==> src/hdl/pcq_pkg.sv <==
`default_nettype none
package pcq_pkg;

    typedef enum logic [2:0] {
        CMD_APPEND = 3'd0,
        CMD_REMOVE = 3'd1,
        CMD_SWAP   = 3'd2,
        CMD_DELETE = 3'd3,
        CMD_READ   = 3'd4
    } pcq_cmd_t;

    typedef enum logic [1:0] {
        STAT_OK    = 2'd0,
        STAT_RANGE = 2'd1,
        STAT_FULL  = 2'd2
    } pcq_status_t;

    typedef enum logic [1:0] {
        CELL_HOLD,
        CELL_LOAD,
        CELL_SHIFT
    } pcq_cell_op_t;

    typedef enum logic [1:0] {
        S_IDLE,
        S_EXEC,
        S_SWAP_B,
        S_SWAP_A
    } pcq_state_t;

    typedef struct packed {
        logic [7:0] row;
        logic [7:0] col;
    } pcq_pair_t;

    typedef struct packed {
        logic [2:0] command;
        logic [7:0] row_in;
        logic [7:0] col_in;
        logic [5:0] pos_a;
        logic [5:0] pos_b;
    } pcq_req_t;

    typedef struct packed {
        logic [7:0] row_out;
        logic [7:0] col_out;
        logic [5:0] length;
        logic [1:0] status;
    } pcq_res_t;

    typedef struct packed {
        pcq_cell_op_t op;
        pcq_pair_t    data;
    } pcq_cell_ctrl_t;

endpackage
`default_nettype wire

==> src/hdl/positional_coordinate_queue_unit.sv <==
`default_nettype none
// Sequence: done pulses after the execute state, or for a swap after S_SWAP_B and S_SWAP_A.
// A new request is taken only while idle, not while busy; the swap reads both entries over the
// shared read bus, and busy stays high for the execute state and, for a swap, S_SWAP_B and S_SWAP_A.
// Reset clears the entry count and the control state; entry contents are not cleared.
// The receiver cannot stall: each result is shown for exactly one cycle with done high.
module positional_coordinate_queue_unit #(
    parameter int DEPTH = 32
) (
    input  wire                     clk,
    input  wire                     rst_n,
    input  wire                     start,
    input  wire pcq_pkg::pcq_req_t  request,
    output logic                    busy,
    output logic                    done,
    output pcq_pkg::pcq_res_t       result
);

    localparam int IW = (DEPTH > 1) ? $clog2(DEPTH) : 1;
    localparam int CW = $clog2(DEPTH + 1);
    localparam int PW = (CW > 6) ? CW : 6;
    localparam logic [CW-1:0] FULL_COUNT = CW'(DEPTH);

    pcq_pkg::pcq_state_t state_reg, state_next;
    pcq_pkg::pcq_req_t   req_reg;
    logic [CW-1:0]       count_reg, count_next;
    pcq_pkg::pcq_pair_t  tmp_reg, tmp_next;
    pcq_pkg::pcq_res_t   res_reg, res_next;
    logic                done_reg, done_next;

    pcq_pkg::pcq_cell_ctrl_t cell_ctrl;
    logic [IW-1:0]           tgt;
    logic [IW-1:0]           rsel;
    pcq_pkg::pcq_pair_t      bus;
    pcq_pkg::pcq_pair_t      cell_pair [DEPTH];
    pcq_pkg::pcq_pair_t      cell_rd   [DEPTH];

    logic [PW-1:0] pa_ext, pb_ext, cnt_ext;
    logic          pa_ok, pb_ok;
    logic [IW-1:0] ia, ib;

    genvar gi;
    generate
        for (gi = 0; gi < DEPTH; gi++)
        begin : g_cell
            pcq_pkg::pcq_pair_t upper;
            if (gi == DEPTH - 1)
            begin : g_top
                assign upper = cell_pair[gi];
            end
            else
            begin : g_mid
                assign upper = cell_pair[gi + 1];
            end
            pcq_cell #(
                .IW  (IW),
                .IDX (gi)
            ) u_cell (
                .clk     (clk),
                .ctrl    (cell_ctrl),
                .tgt     (tgt),
                .rsel    (rsel),
                .upper   (upper),
                .pair    (cell_pair[gi]),
                .rd_pair (cell_rd[gi])
            );
        end
    endgenerate

    // read bus: each cell drives zero unless selected
    always_comb
    begin
        bus = '0;
        for (int i = 0; i < DEPTH; i++)
        begin
            bus = bus | cell_rd[i];
        end
    end

    assign pa_ext  = PW'(req_reg.pos_a);
    assign pb_ext  = PW'(req_reg.pos_b);
    assign cnt_ext = PW'(count_reg);
    assign pa_ok   = (pa_ext != '0) && (pa_ext <= cnt_ext);
    assign pb_ok   = (pb_ext != '0) && (pb_ext <= cnt_ext);
    assign ia      = IW'(pa_ext - PW'(1));
    assign ib      = IW'(pb_ext - PW'(1));

    always_comb
    begin
        state_next     = state_reg;
        count_next     = count_reg;
        tmp_next       = tmp_reg;
        res_next       = res_reg;
        done_next      = 1'b0;
        cell_ctrl.op   = pcq_pkg::CELL_HOLD;
        cell_ctrl.data = '0;
        tgt            = '0;
        rsel           = '0;
        case (state_reg)
            pcq_pkg::S_IDLE:
            begin
                if (start)
                begin
                    state_next = pcq_pkg::S_EXEC;
                end
            end
            pcq_pkg::S_EXEC:
            begin
                state_next       = pcq_pkg::S_IDLE;
                done_next        = 1'b1;
                res_next.row_out = '0;
                res_next.col_out = '0;
                res_next.status  = pcq_pkg::STAT_OK;
                rsel             = ia;
                case (req_reg.command)
                    pcq_pkg::CMD_APPEND:
                    begin
                        if (count_reg >= FULL_COUNT)
                        begin
                            res_next.status = pcq_pkg::STAT_FULL;
                        end
                        else
                        begin
                            cell_ctrl.op   = pcq_pkg::CELL_LOAD;
                            cell_ctrl.data = '{row: req_reg.row_in, col: req_reg.col_in};
                            tgt            = count_reg[IW-1:0];
                            count_next     = count_reg + CW'(1);
                        end
                    end
                    pcq_pkg::CMD_REMOVE:
                    begin
                        if (count_reg == '0)
                        begin
                            res_next.status = pcq_pkg::STAT_RANGE;
                        end
                        else
                        begin
                            cell_ctrl.op = pcq_pkg::CELL_SHIFT;
                            tgt          = '0;
                            count_next   = count_reg - CW'(1);
                        end
                    end
                    pcq_pkg::CMD_DELETE:
                    begin
                        if (!pa_ok)
                        begin
                            res_next.status = pcq_pkg::STAT_RANGE;
                        end
                        else
                        begin
                            cell_ctrl.op = pcq_pkg::CELL_SHIFT;
                            tgt          = ia;
                            count_next   = count_reg - CW'(1);
                        end
                    end
                    pcq_pkg::CMD_READ:
                    begin
                        if (!pa_ok)
                        begin
                            res_next.status = pcq_pkg::STAT_RANGE;
                        end
                        else
                        begin
                            res_next.row_out = bus.row;
                            res_next.col_out = bus.col;
                        end
                    end
                    pcq_pkg::CMD_SWAP:
                    begin
                        if (!pa_ok || !pb_ok)
                        begin
                            res_next.status = pcq_pkg::STAT_RANGE;
                        end
                        else
                        begin
                            // hold entry a, finish later
                            tmp_next   = bus;
                            done_next  = 1'b0;
                            state_next = pcq_pkg::S_SWAP_B;
                        end
                    end
                    default:
                    begin
                        res_next.status = pcq_pkg::STAT_OK;
                    end
                endcase
                res_next.length = 6'(count_next);
            end
            pcq_pkg::S_SWAP_B:
            begin
                // write old a into b while picking up old b
                rsel           = ib;
                tgt            = ib;
                cell_ctrl.op   = pcq_pkg::CELL_LOAD;
                cell_ctrl.data = tmp_reg;
                tmp_next       = bus;
                state_next     = pcq_pkg::S_SWAP_A;
            end
            pcq_pkg::S_SWAP_A:
            begin
                tgt              = ia;
                cell_ctrl.op     = pcq_pkg::CELL_LOAD;
                cell_ctrl.data   = tmp_reg;
                res_next.row_out = '0;
                res_next.col_out = '0;
                res_next.status  = pcq_pkg::STAT_OK;
                res_next.length  = 6'(count_reg);
                done_next        = 1'b1;
                state_next       = pcq_pkg::S_IDLE;
            end
            default:
            begin
                state_next = pcq_pkg::S_IDLE;
            end
        endcase
    end

    always_ff @(posedge clk or negedge rst_n)
    begin
        if (!rst_n)
        begin
            state_reg <= pcq_pkg::S_IDLE;
            count_reg <= '0;
            done_reg  <= 1'b0;
        end
        else
        begin
            state_reg <= state_next;
            count_reg <= count_next;
            done_reg  <= done_next;
        end
    end

    always_ff @(posedge clk)
    begin
        if (state_reg == pcq_pkg::S_IDLE && start)
        begin
            req_reg <= request;
        end
        tmp_reg <= tmp_next;
        res_reg <= res_next;
    end

    assign busy   = (state_reg != pcq_pkg::S_IDLE);
    assign done   = done_reg;
    assign result = res_reg;

endmodule
`default_nettype wire

==> src/hdl/pcq_cell.sv <==
`default_nettype none
module pcq_cell #(
    parameter int IW  = 5,
    parameter int IDX = 0
) (
    input  wire                          clk,
    input  wire pcq_pkg::pcq_cell_ctrl_t ctrl,
    input  wire  [IW-1:0]                tgt,
    input  wire  [IW-1:0]                rsel,
    input  wire pcq_pkg::pcq_pair_t      upper,
    output pcq_pkg::pcq_pair_t           pair,
    output pcq_pkg::pcq_pair_t           rd_pair
);

    localparam logic [IW-1:0] MY_IDX = IW'(IDX);

    pcq_pkg::pcq_pair_t pair_reg;
    pcq_pkg::pcq_pair_t pair_next;

    always_comb
    begin
        pair_next = pair_reg;
        case (ctrl.op)
            pcq_pkg::CELL_LOAD:
            begin
                if (MY_IDX == tgt)
                begin
                    pair_next = ctrl.data;
                end
            end
            pcq_pkg::CELL_SHIFT:
            begin
                // close the gap: every cell at or above the target takes its upper neighbor; the top cell keeps its own
                if (MY_IDX >= tgt)
                begin
                    pair_next = upper;
                end
            end
            default:
            begin
                pair_next = pair_reg;
            end
        endcase
    end

    always_ff @(posedge clk)
    begin
        pair_reg <= pair_next;
    end

    assign pair    = pair_reg;
    assign rd_pair = (MY_IDX == rsel) ? pair_reg : '0;

endmodule
`default_nettype wire

==> config.mk <==
export PLATFORM = sky130hd
export DESIGN_NAME = positional_coordinate_queue_unit
export DESIGN_NICKNAME = d
export VERILOG_FILES = /design/src/hdl/pcq_pkg.sv /design/src/hdl/positional_coordinate_queue_unit.sv /design/src/hdl/pcq_cell.sv
export SDC_FILE = /design/constraint.sdc
export NUM_CORES = 1
export LEC_CHECK = 0
export CAP_MARGIN = 0
export CELL_PAD_IN_SITES_DETAIL_PLACEMENT = 0
export CELL_PAD_IN_SITES_GLOBAL_PLACEMENT = 2
export CORE_MARGIN = 1.5
export CORE_UTILIZATION = 35
export DETAILED_ROUTE_END_ITERATION = 10
export DONT_BUFFER_PORTS = 1
export GPL_ROUTABILITY_DRIVEN = 0
export GPL_TIMING_DRIVEN = 0
export PLACE_DENSITY_LB_ADDON = 0.1
export RECOVER_POWER = 100
export REMOVE_ABC_BUFFERS = 1
export SLEW_MARGIN = 30
export SYNTH_ARGS = -nofsm -noshare
export SYNTH_HDL_FRONTEND = slang
export SYNTH_SLANG_ARGS = --single-unit
==> constraint.sdc <==
create_clock -name clk -period 7.6 [get_ports clk]
set_clock_uncertainty 0.2 [all_clocks]
set_input_delay 1.52 -clock clk [delete_from_list [all_inputs] [get_ports clk]]
set_output_delay 1.52 -clock clk [all_outputs]
set_load 0.01 [all_outputs]
## Yosys cells after proc, flatten, opt, wreduce, memory -nomap -nowiden

Cells that the tools add are included.

- Register bits after elaboration: 592
- Input bits: 34
- Output and inout port bits: 26
- Word-level logic and storage cells: 493

- $add $sub $neg: 4
- Order comparisons: 34
- Eq/ne operators: 136
- Mux-type cells: 158
- Bitwise gates (word level): 31
- Reduce and logical (&&, ||, !) cells: 52

Operators with widths:

| kind | number |
|---|---|
| 2-to-1 mux 16 bit | 99 |
| one-hot mux 16 bit (2 select lines) | 32 |
| OR 16 bit | 31 |
| equality test 5 bit, first input constant | 32 |
| inequality test 2 x 1 -> 1 bit, second input constant | 62 |
| AND reduction 3 bit | 32 |
| equality test 4 x 5 -> 1 bit, first input constant | 16 |
| >= comparator 5 bit, first input constant | 15 |
| one-hot mux 24 bit (2 select lines) | 1 |
| equality test 3 x 5 -> 1 bit, first input constant | 8 |
| >= comparator 4 x 5 -> 1 bit, first input constant | 8 |
| one-hot mux 18 bit (2 select lines) | 1 |
| equality test 2 x 5 -> 1 bit, first input constant | 4 |
| >= comparator 3 x 5 -> 1 bit, first input constant | 4 |
| one-hot mux 5 bit (2 select lines) | 2 |
| 2-to-1 mux 6 bit | 3 |
| one-hot mux 6 bit (3 select lines) | 1 |
| 2-to-1 mux 17 bit | 1 |
| one-hot mux 2 bit (4 select lines) | 2 |
| one-hot mux 5 bit (3 select lines) | 1 |
| <= comparator 6 bit | 2 |
| 2-to-1 mux 2 bit | 6 |
| nonzero test 6 bit | 2 |
| equality test 1 x 5 -> 1 bit, first input constant | 2 |
| other kinds (26) | 48 |

## Depth between registers and ports, before layout

- Depth after elaboration: 38
- Gate-level depth with buffers: 17
- Mapped depth without buffers: 14

## By module

Synthesis repeated with hierarchy kept, for this count alone.

- Cell total of the unflattened synthesis: 2,554
- Area total of the unflattened synthesis: 34,827.2 µm²

By module, submodules not included:

| module | times used | cells an instance | area an instance (µm²) | seq. area each (µm²) |
|---|---|---|---|---|
| positional_coordinate_queue_unit | 1 | 558 | 5,455.2 | 2,357.3 |
| pcq_cell at g_cell[20].u_cell ... | 2 | 60 | 925.9 | 480.5 |
| pcq_cell at g_cell[21].u_cell ... | 2 | 60 | 893.4 | 480.5 |
| pcq_cell at g_cell[0].u_cell | 1 | 59 | 985.9 | 480.5 |
| pcq_cell at g_cell[3].u_cell | 1 | 75 | 945.9 | 480.5 |
| pcq_cell at g_cell[12].u_cell | 1 | 61 | 942.2 | 480.5 |
| pcq_cell at g_cell[8].u_cell | 1 | 61 | 937.1 | 480.5 |
| pcq_cell at g_cell[23].u_cell | 1 | 75 | 934.6 | 480.5 |
| pcq_cell at g_cell[25].u_cell | 1 | 59 | 934.6 | 480.5 |
| pcq_cell at g_cell[14].u_cell | 1 | 60 | 932.1 | 480.5 |
| pcq_cell at g_cell[6].u_cell | 1 | 61 | 932.1 | 480.5 |
| pcq_cell at g_cell[24].u_cell | 1 | 60 | 930.9 | 480.5 |
| pcq_cell at g_cell[4].u_cell | 1 | 61 | 930.9 | 480.5 |
| pcq_cell at g_cell[17].u_cell | 1 | 60 | 929.6 | 480.5 |
| 17 more rows | -- | -- | -- | -- |

## Worst setup path before layout

OpenSTA, ideal clock, no wires.

- Path type: reg2reg
- Start point: register count_reg[5], in the netlist cnt_ext[5]
- End point: register g_cell[8].u_cell.pair_reg, in the netlist g_cell[8].u_cell.pair[0] (enable)
- Library setup time: 436 ps
- Data arrival time: 4,550 ps
- Required time: 6,964 ps
- Setup slack: 2,414 ps
- Stages on the path, launching flop included: 14
- Buffers on the path: 3
- Period minus slack after synthesis: 5,186 ps
- Cell sequence: dfrtp_1 clkbuf_1 inv_1 ha_1 and4_1 and3_1 a31o_2 nand2_1 a21oi_1 nand3_1 ha_1 clkbuf_1 clkbuf_1 o41ai_1

- Word-level cells in the longest chain between the ends: 8
- Elaborated cells on any way between the ends: 21
- Those cells by class: order compare: 3; eq/ne: 5; mux: 9; reduce/logical: 4

RTL lines:

| element | line | source |
|---|---|---|
| from (decl) | positional_coordinate_queue_unit.sv:26 | `logic [CW-1:0] count_reg, count_next;` |
| from (signal assigned) | positional_coordinate_queue_unit.sv:229 | `count_reg <= count_next;` |
| <= comparator 6 bit | positional_coordinate_queue_unit.sv:83 | `assign pa_ok = (pa_ext != '0) && (pa_ext <= cnt_ext);` |
| logical AND 1 bit | positional_coordinate_queue_unit.sv:83 |  |
| 2-to-1 mux 5 bit or 2-to-1 mux 2 bit (tied branches) | positional_coordinate_queue_unit.sv:145 | `if (!pa_ok)` |
| one-hot mux 5 bit (2 select lines) or one-hot mux 2 bit (3 select lines) (tied branches) | positional_coordinate_queue_unit.sv:115 | `case (req_reg.command)` |
| one-hot mux 5 bit (3 select lines) or one-hot mux 18 bit (2 select lines) (tied branches) | positional_coordinate_queue_unit.sv:99 | `case (state_reg)` |
| >= comparator 4 x 5 -> 1 bit, or another cell as far along | pcq_cell.sv:34 | `if (MY_IDX >= tgt)` |
| inequality test 2 x 1 -> 1 bit (no line) or nonzero test 2 bit (tied branches) | -- |  |
| AND reduction 3 bit (no line) (*) | -- |  |
| to (signal assigned) | pcq_cell.sv:48 | `pair_reg <= pair_next;` |
| to (decl) | pcq_cell.sv:17 | `pcq_pkg::pcq_pair_t pair_reg;` |

Every way passes the cells marked *; elsewhere a longest branch is shown, timed or not.
A chain may end at the register's enable or synchronous reset.

==> reports/summary.md <==
The flow ran to the end, but the final reports show violations. The checks that failed: capacitance limit, slew limit. After technology mapping, the gate count stands at 2399. Measured along the x axis, the die boundary spans 294 um. For the worst setup path, the data arrival time is 7.11 ns. From synthesis to final layout, the design area changed by 19.0%. TritonCTS built the clock tree.

The final-stage net count came out at 2561. Cell accounting for the most synthesized area: edfxtp_1. The number of setup buffers added after CTS came out at 0.

The floorplan step set the die height to 294 um. The initial antenna violation count was 2. Setup repair after global routing left no endpoint under its margin. Count of final setup violators: 0. At the pin with the least slew margin, the transition time is 3.12 ns.

In this run the worst path has a maximum fanout of 24. DRC violations left: 0. For the number of core rows, the log shows 106. In this run the number of H-tree levels came out at 3. The number of cells upsized or downsized after cts was 0. The sequential element share of the synthesized area came out at 59.9%. In this design, the stage delay of the slowest critical-path cell is 1.97 ns. The clock tree root driver cell was clkbuf_16. VDD sags by at most 180 uV. The overall power of the completed layout came out at 14.7 mW. The vias after detailed routing was 23.7k. Traced cell by cell, the critical path runs through inv_1 > ha_1 > inv_4 > a221o_1 > a2111oi_0 > clkbuf_1 > a221oi_1 > and4b_1 > nand4_1 > nor2b_1. For this design the ratio of total power to cell area is 417 mW/mm^2. After detailed routing, the number of vias per cell comes to 6.43.

The critical path is of the reg2reg type. Final hold analysis gives a worst-case slack of 0.340 ns. The number of different library cells in the post-synthesis netlist is 103, and the overflow left after global routing is 0. The tools report the count of synthesis-stage warnings from yosys as 0. Headroom to the max-slew limit came out at -108%. In this run the remaining antenna-violating nets after routing total 0.

The final setup slack of the worst path was 0.758 ns; the source-to-sink clock delay at the later pin of the worst-skew pair was 0.65 ns. The tools report the sort of element at the end of the critical path as a register. The worst setup path is launched from a register. After detailed routing, the total wire length is 138000 um. The run gives 0 as the count of final hold-check violations. After layout, the minimum clock period comes to 6.84 ns. Buffers inserted to repair hold after CTS numbered 0. Entering global routing, the biggest net connects 59 pins. The clock net in this run drives a total of 592 sinks. The number of slew-limit violations in the final report is 94, and the number of flip-flops under the largest register name is 512. Summing all placed instances gives a cell area of 0.0343 sq mm. For the worst setup path, the data required time is 7.86 ns. The number of global-route vias before repair is 23.1k. The most used flip-flop cell after synthesis is edfxtp_1.

The maximum buffer depth of the clock tree was 3; the cell area after synthesis was 0.0296 sq mm. Worst min-delay path category: reg2reg. The port buffer count works out to 0. Yosys attributes the largest share of cell area to edfxtp_1 59%, a21o_1 13%, a22oi_1 2.2%, clkbuf_1 2.0%, nand3_1 1.6%. The synthesized design contains 592 register bits.

Of the post-synthesis cell area, the dominant cell type holds 59.1%. The library cell contributing the largest single delay on the critical path was a2111oi_0. The share of the clock period used by the worst path after layout was 90.0%; the number of placed I/O pins was 60. In this run the standard cell core region covers 0.0837 sq mm. For the worst-case setup slack after placement, the log shows 1.70 ns. Before antenna repair, the detailed router went through 6 iterations. The number of flops mapped to enable cells by yosys is 583, and the share of flip-flops with an asynchronous set or reset after synthesis is 1.52%. The fmax was 146 MHz; the post-detailed-placement half-perimeter wirelength was 99900 um. For this configuration, the core starts out at a cell density of 35.4%. The logs give 74 for the number of CTS-inserted buffers and 2846 for the DRC violation total after the first TritonRoute iteration. The first global-routing pass estimated 190000 um of wire. The synthesized area per cell came out at 12.3 sq um.

Cells with a size suffix above 1 make up 13.3% of the layout. For this design the static power due to leakage is 15.7 nW. The logs give 0.0353 sq mm for the area of all placed cells without fillers and 31.7% for the global-route total usage across every layer. The average detailed-routed wire length per instance was 37.4 um. Across the run, the number of max-cap violations was 8.

After clock tree synthesis, the clock-pin slew on the worst setup and hold paths is 0.07 ns. The tools report the full die area as 0.0864 sq mm.
-- metrics by stage --
step           std cells  TNS (ns)  utilization [%]
2_1_floorplan       2185  -6592.97                -
3_5_place_dp        3558         0             41.0
5_1_grt             3690         0             42.1
4_1_cts             3690         0             43.7
3_3_place_gp        3319         -             36.0
6_report            3691         0             42.1
-- cells by family after synthesis --
logic type / count (synthesis) / share of synthesized area, %
XOR/XNOR: 6 / 0.266
adder cells (fa/ha/maj): 27 / 1.14
AO/OA/AOI/OAI: 1012 / 25.5
multiplexers: 48 / 1.76
flip-flops: 592 / 59.9
AND/OR/NAND/NOR: 474 / 8.17
buffers and inverters: 240 / 3.34
-- per-layer routing --
layer | routed length [um] | global-route usage [%]
met5 | 14 | 0
met4 | 6520 | 12.7
met3 | 12100 | 6.73
met2 | 61000 | 48.8
met1 | 58500 | 43.3
-- cell usage in the layout (no fill, tap or decap), types with 16 or more instances in the layout --
cell type	netlist	final
mux2i_1	29	27
buf_6	3	31
clkinv_1	2	16
clkbuf_1	158	124
a22o_1	24	24
o21ai_0	66	65
a21o_1	503	503
nand4_1	24	24
nor2b_1	21	18
nand2_1	110	107
clkbuf_16	0	76
a21oi_1	80	73
a31oi_1	21	21
buf_16	0	28
nor2_1	69	65
a22oi_1	88	87
buf_4	4	39
inv_1	24	23
edfxtp_1	583	583
a32oi_1	16	16
a211oi_1	23	23
nand3_1	95	92
nor3_1	60	52
buf_8	0	18
and3_1	22	22
ha_1	27	25
-- worst max-delay path, delay by kind of cell, from the launching register on --
family	cells	cell delay [ns]
compound gates	3	2.83
simple gates	3	0.62
fa+ha+maj	1	1.29
flops	1	0.37
buf+inv	3	1.28
-- cell usage after synthesis (7+ instances only) --
library cell	number
edfxtp_1	583
a21o_1	503
clkbuf_1	158
nand2_1	110
nand3_1	95
a22oi_1	88
a21oi_1	80
nor2_1	69
o21ai_0	66
nor3_1	60
buf_2	40
mux2i_1	29
ha_1	27
a22o_1	24
inv_1	24
nand4_1	24
a211oi_1	23
and3_1	22
a31oi_1	21
nor2b_1	21
o22ai_1	18
a32oi_1	16
mux2_2	15
o211ai_1	15
a2111oi_0	12
a222oi_1	12
nor4_1	12
a221oi_1	11
o31ai_1	11
buf_1	9
dfrtp_1	9
and2_1	8
and4_1	8
o21ai_1	8
o2bb2ai_1	8
or3_1	8
nand2b_1	7
o21a_1	7
-- power by group --
part	total (mW)	internal (mW)	switching (mW)
clock	3.49	2.01	1.49
sequential	4.98	4.57	0.415
combinational	6.21	1.76	4.45
-- final cells by class --
type | count | area (sq um)
Clock inverter | 38 | 340
Clock buffer | 94 | 1970
Antenna cell | 1 | 2.50
Inverter | 26 | 100
Multi-Input combinational cell | 1567 | 11400
Tap cell | 1134 | 1420
Sequential cell | 592 | 17700
Fill cell | 7944 | 48400
Timing Repair Buffer | 239 | 2290
-- worst paths after layout --
check | from | endpoint | slack [ns] | cells after the start
min in group asynchronous | rst_n | state_reg[0] | 0.39 | 0
setup reg to reg | state_reg[0] | result[14] | 0.76 | 10
hold reg to reg | g_cell[5].u_cell.pair[11] | g_cell[4].u_cell.pair[11] | 0.34 | 1
setup / recovery | state_reg[0] | result[14] | 0.76 | 10
hold / removal | g_cell[5].u_cell.pair[11] | g_cell[4].u_cell.pair[11] | 0.34 | 1
max in group asynchronous | rst_n | done | 6.73 | 0
Note: power is estimated with default switching activity, not from simulation.
